`config.mk`:
```
export PLATFORM = sky130hd
export DESIGN_NAME = distinct_value_count_sort
export DESIGN_NICKNAME = d
export VERILOG_FILES = /design/src/rtl/dvcs_pkg.sv /design/src/rtl/dvcs_ram.sv /design/src/rtl/distinct_value_count_sort.sv
export SDC_FILE = /design/constraint.sdc
export NUM_CORES = 2
export LEC_CHECK = 0
export BUFFER_PORTS_ARGS = -buffer_cell sky130_fd_sc_hd__buf_2
export CAP_MARGIN = 0
export CORE_AREA = 3 3 358 360
export CTS_CLUSTER_DIAMETER = 50
export DETAILED_ROUTE_END_ITERATION = 8
export DIE_AREA = 0 0 361 363
export PLACE_DENSITY = 0.77
export SYNTH_ARGS = -nofsm -noshare
export SYNTH_HDL_FRONTEND = slang
export SYNTH_SLANG_ARGS = --single-unit
```
`constraint.sdc`:
```
create_clock -name i_clk -period 9.9 [get_ports i_clk]
set_input_delay 0.495 -clock i_clk [delete_from_list [all_inputs] [get_ports i_clk]]
set_output_delay 0.495 -clock i_clk [all_outputs]
set_load 0.02 [all_outputs]
```
`src/rtl/dvcs_pkg.sv`:
```
// Shared widths and command codes for the distinct value count and sort block.
`default_nettype none

package dvcs_pkg;

    localparam int VALUE_W = 31;
    localparam int COUNT_W = 16;
    localparam int ENTRY_W = VALUE_W + COUNT_W;

    localparam logic [COUNT_W-1:0] COUNT_MAX = {COUNT_W{1'b1}};

    typedef enum logic {
        CMD_ADD    = 1'b0,
        CMD_FINISH = 1'b1
    } t_cmd;

endpackage

`default_nettype wire

```
`src/rtl/dvcs_ram.sv`:
```
// Generic single-write, single-read RAM with registered read data.
`default_nettype none

module dvcs_ram #(
    parameter int WIDTH = 8,
    parameter int DEPTH = 32
) (
    input  wire logic                     i_clk,
    input  wire logic                     i_we,
    input  wire logic [$clog2(DEPTH)-1:0] i_waddr,
    input  wire logic [WIDTH-1:0]         i_wdata,
    input  wire logic                     i_re,
    input  wire logic [$clog2(DEPTH)-1:0] i_raddr,
    output logic      [WIDTH-1:0]         o_rdata
);

    logic [WIDTH-1:0] r_mem [DEPTH];
    logic [WIDTH-1:0] r_rdata;

    always_ff @(posedge i_clk) begin
        if (i_we) begin
            r_mem[i_waddr] <= i_wdata;
        end
        if (i_re) begin
            r_rdata <= r_mem[i_raddr];
        end
    end

    assign o_rdata = r_rdata;

endmodule

`default_nettype wire

```
`src/rtl/distinct_value_count_sort.sv`:
```
// Distinct value counter: table of values with occurrence counts, emitted sorted by count.
//
// Input channel (i_valid / o_stall): one beat carries i_command and i_value.
//   An add beat searches the table entry by entry through one RAM read port;
//   it holds o_stall while it reads the entries in turn, waits on the registered
//   read data, and then writes the count or appends the value, so the block
//   does not take a new beat before the last one is through. No output beat.
// A finish beat emits one output beat per table entry, ascending by count,
//   ties in order of first appearance. Each output beat needs a full pass over
//   the table to pick the smallest (count, index) key above the one sent last,
//   then a load of that entry into the output register; an empty table gives
//   one beat flagged empty.
// Output channel (o_valid / i_stall): results sit in an output register. While
//   the receiver stalls, the beat holds and the sequencer waits; once the last
//   beat is loaded the block takes new input even if that beat is still pending.
// Reset (synchronous, active low) empties the table, clears the running total
//   and the overflow flag, and drops any pending output beat. The RAM contents
//   are not cleared: only entries below the fill count are ever read.
// Counts and the total saturate at 65535; a new value met with a full table is
//   dropped and sets the overflow flag.
`default_nettype none

module distinct_value_count_sort #(
    parameter int TABLE_ENTRIES = 32
) (
    input  wire logic                        i_clk,
    input  wire logic                        i_rst_n,
    // input channel
    input  wire logic                        i_valid,
    output logic                             o_stall,
    input  wire logic                        i_command,
    input  wire logic [dvcs_pkg::VALUE_W-1:0] i_value,
    // output channel
    output logic                             o_valid,
    input  wire logic                        i_stall,
    output logic      [dvcs_pkg::VALUE_W-1:0] o_entry_value,
    output logic      [dvcs_pkg::COUNT_W-1:0] o_entry_count,
    output logic      [dvcs_pkg::COUNT_W-1:0] o_total_count,
    output logic                             o_table_overflowed,
    output logic                             o_empty_table,
    output logic                             o_last_entry
);

    localparam int IW = $clog2(TABLE_ENTRIES);        // entry index
    localparam int UW = $clog2(TABLE_ENTRIES + 1);    // fill count, holds the depth
    localparam int KW = dvcs_pkg::COUNT_W + IW;        // sort key: count then index
    localparam int VW = dvcs_pkg::VALUE_W;
    localparam int CW = dvcs_pkg::COUNT_W;
    localparam int EW = dvcs_pkg::ENTRY_W;
    localparam logic [UW-1:0] FULL = UW'(TABLE_ENTRIES);

    typedef enum logic [1:0] {
        S_IDLE,
        S_ADD,     // search for the value
        S_SCAN,    // pass over the table for the next key in order
        S_EMIT     // load the chosen entry into the output register
    } t_state;

    t_state         r_state;
    logic [UW-1:0]  r_used;
    logic [CW-1:0]  r_total;
    logic           r_ovf;
    logic [VW-1:0]  r_val;
    logic [UW-1:0]  r_addr;
    logic           r_rd_vld;
    logic [IW-1:0]  r_rd_idx;
    logic [UW-1:0]  r_emitted;
    logic           r_have_last;
    logic [KW-1:0]  r_last_key;
    logic           r_best_vld;
    logic [KW-1:0]  r_best_key;
    logic [VW-1:0]  r_best_val;

    logic           r_o_valid;
    logic [VW-1:0]  r_o_value;
    logic [CW-1:0]  r_o_count;
    logic [CW-1:0]  r_o_total;
    logic           r_o_ovf;
    logic           r_o_empty;
    logic           r_o_last;

    // RAM side
    logic           ram_we;
    logic [IW-1:0]  ram_waddr;
    logic [EW-1:0]  ram_wdata;
    logic           ram_re;
    logic [EW-1:0]  ram_rdata;

    logic [VW-1:0]  rd_val;
    logic [CW-1:0]  rd_cnt;
    logic [KW-1:0]  rd_key;
    logic [CW-1:0]  cnt_inc;
    logic [CW-1:0]  n_total;
    logic           add_hit;
    logic           add_miss;
    logic           scan_done;
    logic           out_free;
    logic           is_cand;
    logic           emit_last;

    assign rd_val  = ram_rdata[EW-1:CW];
    assign rd_cnt  = ram_rdata[CW-1:0];
    assign rd_key  = {rd_cnt, r_rd_idx};
    assign cnt_inc = (rd_cnt == dvcs_pkg::COUNT_MAX) ? rd_cnt : rd_cnt + 1'b1;
    assign n_total = (r_total == dvcs_pkg::COUNT_MAX) ? r_total : r_total + 1'b1;

    assign add_hit   = (r_state == S_ADD) && r_rd_vld && (rd_val == r_val);
    assign add_miss  = (r_state == S_ADD) && !r_rd_vld && (r_addr == r_used);
    assign scan_done = (r_state == S_SCAN) && !r_rd_vld && (r_addr == r_used);

    // entry above the last one sent and below the best seen so far this pass
    assign is_cand = r_rd_vld
                  && (!r_have_last || (rd_key > r_last_key))
                  && (!r_best_vld || (rd_key < r_best_key));

    assign out_free  = !r_o_valid || !i_stall;
    assign emit_last = (r_used == '0)
                    || ({1'b0, r_emitted} + 1'b1 == {1'b0, r_used});

    always_comb begin
        ram_re = ((r_state == S_ADD) || (r_state == S_SCAN))
              && (r_addr < r_used) && !add_hit;
        ram_we    = add_hit || (add_miss && (r_used != FULL));
        ram_waddr = add_hit ? r_rd_idx : r_used[IW-1:0];
        ram_wdata = add_hit ? {r_val, cnt_inc} : {r_val, CW'(1)};
    end

    dvcs_ram #(
        .WIDTH (EW),
        .DEPTH (TABLE_ENTRIES)
    ) u_table (
        .i_clk   (i_clk),
        .i_we    (ram_we),
        .i_waddr (ram_waddr),
        .i_wdata (ram_wdata),
        .i_re    (ram_re),
        .i_raddr (r_addr[IW-1:0]),
        .o_rdata (ram_rdata)
    );

    always_ff @(posedge i_clk) begin
        if (!i_rst_n) begin
            r_state     <= S_IDLE;
            r_used      <= '0;
            r_total     <= '0;
            r_ovf       <= 1'b0;
            r_rd_vld    <= 1'b0;
            r_o_valid   <= 1'b0;
            r_have_last <= 1'b0;
            r_best_vld  <= 1'b0;
            r_addr      <= '0;
            r_emitted   <= '0;
        end else begin
            r_rd_vld <= ram_re;
            r_rd_idx <= r_addr[IW-1:0];
            if (ram_re) begin
                r_addr <= r_addr + 1'b1;
            end

            // in S_EMIT the load below decides the output valid
            if (r_o_valid && !i_stall && (r_state != S_EMIT)) begin
                r_o_valid <= 1'b0;
            end

            case (r_state)
                S_IDLE: begin
                    if (i_valid) begin
                        r_val       <= i_value;
                        r_addr      <= '0;
                        r_emitted   <= '0;
                        r_have_last <= 1'b0;
                        r_best_vld  <= 1'b0;
                        if (i_command == dvcs_pkg::CMD_FINISH) begin
                            r_state <= S_SCAN;
                        end else begin
                            r_state <= S_ADD;
                        end
                    end
                end
                S_ADD: begin
                    if (add_hit) begin
                        r_total <= n_total;
                        r_state <= S_IDLE;
                    end else if (add_miss) begin
                        r_total <= n_total;
                        if (r_used != FULL) begin
                            r_used <= r_used + 1'b1;
                        end else begin
                            r_ovf <= 1'b1;
                        end
                        r_state <= S_IDLE;
                    end
                end
                S_SCAN: begin
                    if (is_cand) begin
                        r_best_vld <= 1'b1;
                        r_best_key <= rd_key;
                        r_best_val <= rd_val;
                    end
                    if (scan_done) begin
                        r_state <= S_EMIT;
                    end
                end
                S_EMIT: begin
                    if (out_free) begin
                        r_o_valid <= 1'b1;
                        r_o_last  <= emit_last;
                        if (r_used == '0) begin
                            r_o_value <= '0;
                            r_o_count <= '0;
                            r_o_total <= '0;
                            r_o_ovf   <= 1'b0;
                            r_o_empty <= 1'b1;
                        end else begin
                            r_o_value <= r_best_val;
                            r_o_count <= r_best_key[KW-1:IW];
                            r_o_total <= r_total;
                            r_o_ovf   <= r_ovf;
                            r_o_empty <= 1'b0;
                        end
                        r_last_key  <= r_best_key;
                        r_have_last <= 1'b1;
                        r_best_vld  <= 1'b0;
                        r_emitted   <= r_emitted + 1'b1;
                        r_addr      <= '0;
                        if (emit_last) begin
                            r_state <= S_IDLE;
                        end else begin
                            r_state <= S_SCAN;
                        end
                    end
                end
                default: begin
                    r_state <= S_IDLE;
                end
            endcase
        end
    end

    assign o_stall            = (r_state != S_IDLE);
    assign o_valid            = r_o_valid;
    assign o_entry_value      = r_o_value;
    assign o_entry_count      = r_o_count;
    assign o_total_count      = r_o_total;
    assign o_table_overflowed = r_o_ovf;
    assign o_empty_table      = r_o_empty;
    assign o_last_entry       = r_o_last;

endmodule

`default_nettype wire
```
==> flow_summary_export.csv <==
group,metric,value,unit
synthesis,syn_area,68720,µm²
layout,area_delta_synth_final,12.48,%
routing,routedWlPerCell,32.66,µm
run_status,outcome,"complete, no violations",
layout,final_area,77300,µm²
setup_path,cp-start-kind,"flop",
clocking,cts_buffers,172,
layout,drive_gt1_frac,0.2877,
clocking,post_cts_resized,0,
grt,grt_pass1_vias,34150,
setup_path,worst-r2r-setup-slack,4.48,ns
layout,utilization,0.6164,
place,gp_congestion,0.8082,
synthesis,synth-seq-cells,1767,
synthesis,synth_fp_nets,3168,
timing,maxSlewHeadroom,0.1028,
clocking,cts_max_level,4,
timing,skew,0.06223,ns
clocking,cts_tree,"yes",
place,place_area,71570,µm²
hold_path,min_from,"i_command",
grt,antenna_found_initial,9,
grt,grt_start_max_net_pins,121,
synthesis,ys_warn_count,0,
floorplan,die_y,363,µm
power_and_ir_drop,ir_drop,0.2626,mV
hold_path,whs_path_depth,4,
power_and_ir_drop,power.density,211.3,nW/µm²
routing,drtAntennaViolNets,0,
synthesis,synth_edf_count,1726,
synthesis,synth_ff_type,"edfxtp_1",
grt,grt_pass1_wl,241600,µm
timing,slew_violations,0,
clocking,clk_pin_slew,0.06,ns
setup_path,ff2ff_path_depth,10,
hold_path,whs_endpoint,"r_state[1]",
layout,nFillCells,8084,
clocking,numClockSinks,1767,
setup_path,timing.rr.end,"u_table.r_mem[24][21]",
floorplan,die_area,131000,µm²
clocking,clkLatencyLatePin,0.82,ns
synthesis,netlist_instances,3074,
timing,fin_crit,5.416,ns
synthesis,postSynth.asyncResetShare,0,
timing,setup_tns,0,ns
timing,hold_viol_final,0,
layout,final_nets,3413,
place,hpwl,82850,µm
floorplan,placementRows,130,
power_and_ir_drop,power,16.33,mW
routing,drt-total-wl,166700,µm
setup_path,critPathArrivalTime,5.84,ns
routing,first_pass_iters,6,
timing,grt_setup_unrepaired,"no",
setup_path,cp-end-kind,"flop",
place,placed_cells,4763,
place,io_buffer_count,103,
routing,drt_iter0_drc,5174,
timing,fmax,0.1847,GHz
hold_path,hold_path.class,"primary input to flop",
grt,grt_overflow,0,
synthesis,syn_area_per_cell,22.36,µm²
timing,worstMarginPinSlew,1.343,ns
setup_path,crit_type,"flop to flop",
clocking,root_buffer,"clkbuf_16",
floorplan,core_area,125400,µm²
power_and_ir_drop,p_leak,23.05,nW
floorplan,die_width,361,µm
routing,vias_per_cell,6.623,
setup_path,crit-reg2reg-launch,"r_state[1]",
floorplan,boundaryPins,104,
synthesis,ys_types,71,
timing,finalCritPeriodShare,0.5470,
timing,setup_viol,0,
routing,drc_errors,0,
clocking,ctsLongestPathBuffers,3,
layout,final_cells,5104,
setup_path,required,10.32,ns
grt,grt_use_total,0.2575,
setup_path,crit_fanout,24,
job,cap_violations,0,
routing,num_vias,33800,
synthesis,ys_seq_area_frac,0.7662,
floorplan,start_util,0.5480,
kinds of logic after synthesis:
kind of cell,Yosys count,synth area share
flops,1767,0.7662
simple gates,334,0.02686
xor+xnor,50,0.006373
fa+ha+maj,58,0.01056
mux,530,0.1636
buf+inv,208,0.01346
compound gates,127,0.01296
sequential cells by signal, summed over array words and instances, names as in the netlist, 21 cells and up:
| register | count |
|---|---|
| r_last_key | 21 |
| r_best_val | 31 |
| r_best_key | 21 |
| r_val | 31 |
| o_entry_value | 31 |
| u_table.r_mem | 1504 |
| u_table.o_rdata | 47 |
power by group:
group / total, mW / switching, mW / leakage (nW) / internal (mW)
registers: 8.69 / 0.187 / 15.4 / 8.51
clock network: 6.28 / 2.80 / 2.61 / 3.48
logic: 1.36 / 0.816 / 5.01 / 0.544
total: 16.3 / 3.80 / 23.1 / 12.5
repair_timing:
| action | in CTS | in global routing |
|---|---|---|
| buffers inserted | 0 | 0 |
| hold buffers | 32 | 0 |
| endpoints found under the hold margin | 32 | 0 |
Yosys cell counts, drive strengths merged (5+ instances only):
cell	n	area, µm²
inv	64	240.2
mux2	47	529.3
nand4	29	181.4
edfxtp	1726	51830
o41ai	6	60.06
ha	58	725.7
nand3	23	115.1
mux4	470	10590
dfxtp	41	820.8
or2	5	31.28
and4	9	78.83
and2	7	43.79
clkbuf	75	281.5
o311ai	7	68.82
xor2	21	183.9
a31oi	6	50.04
nor4b	5	56.31
nand2	45	168.9
a211oi	7	52.55
and3	9	56.30
nor2b	54	337.8
nor4	14	100.1
xnor2	29	254.0
nor3b	5	37.54
o21ai	22	110.1
nor2	83	329.1
mux2i	13	130.1
a21o	15	112.6
or3	5	31.28
a21oi	36	183.9
nor3	14	70.07
buf	69	402.9
nand2b	12	75.07
or4	5	41.29
a32oi	7	61.31
critical path: stages (launching register included):
cell	delay [ns]
dfxtp_1	0.33
inv_1	0.13
ha_1	0.54
nand2_1	0.33
nor4_1	0.50
nand4_1	0.45
nor2_1	0.21
buf_4	0.29
a31oi_2	0.43
nor2_4	1.16
buf_4	0.66
per-stage QoR:
step	hold WS (ns)	worst slack (ns)
finish	0.1257	4.484
global placement	0.4298	4.805
floorplan	0.4264	3.870
detailed placement	0.4326	4.588
CTS	0.08723	4.540
global route	0.1488	4.302
worst max path at each step:
stage / startpoint / end / cells after the start
floorplan: u_table.o_rdata[1] / r_best_key[0] / 7
global placement: r_val[16] / u_table.r_mem[26][36] / 8
detailed placement: r_val[16] / u_table.r_mem[26][35] / 8
CTS: r_val[16] / u_table.r_mem[24][20] / 8
global route: r_val[16] / u_table.r_mem[24][21] / 8
finish: r_state[1] / u_table.r_mem[24][21] / 10
layer usage:
metal	vias up	wire [µm]	track usage	share of wire
met1	17670	62290	0.3626	0.37
met5	-	0	0	0
met4	0	5156	0.08127	0.031
met3	346	18600	0.05914	0.11
met2	2385	80650	0.4078	0.48
li1	13400	-	-	-
cells in the final DEF (no fill, tap or decap), drive strengths merged, types with 12 or more instances in the layout:
cell         netlist  layout
nor4              14      14
mux2              47      47
mux2i             13      13
edfxtp          1726    1726
nand2             45      45
nor3              14      14
buf               69     183
nor2b             54      54
clkbuf            75     213
o21ai             22      22
xnor2             29      29
nand2b            12      12
mux4             470     470
nor2              83      83
inv               64      73
nand4             29      29
clkinv             0      72
dlygate4sd3        0      32
ha                58      58
xor2              21      21
dfxtp             41      41
a21o              15      15
nand3             23      23
a21oi             36      36
layout make-up:
type | instances | area (µm²) | share of cell area
timing repair buffer | 215 | 1486 | 0.01923
clock inverter | 93 | 862.1 | 0.01115
antenna | 3 | 7.507 | 0.00009712
tap | 1650 | 2064 | 0.02671
clock buffer | 213 | 4522 | 0.05850
multi-input combinational | 1099 | 15450 | 0.1998
inverter | 64 | 240.2 | 0.003108
sequential | 1767 | 52670 | 0.6814
Note: power is estimated with default switching activity, not from simulation.
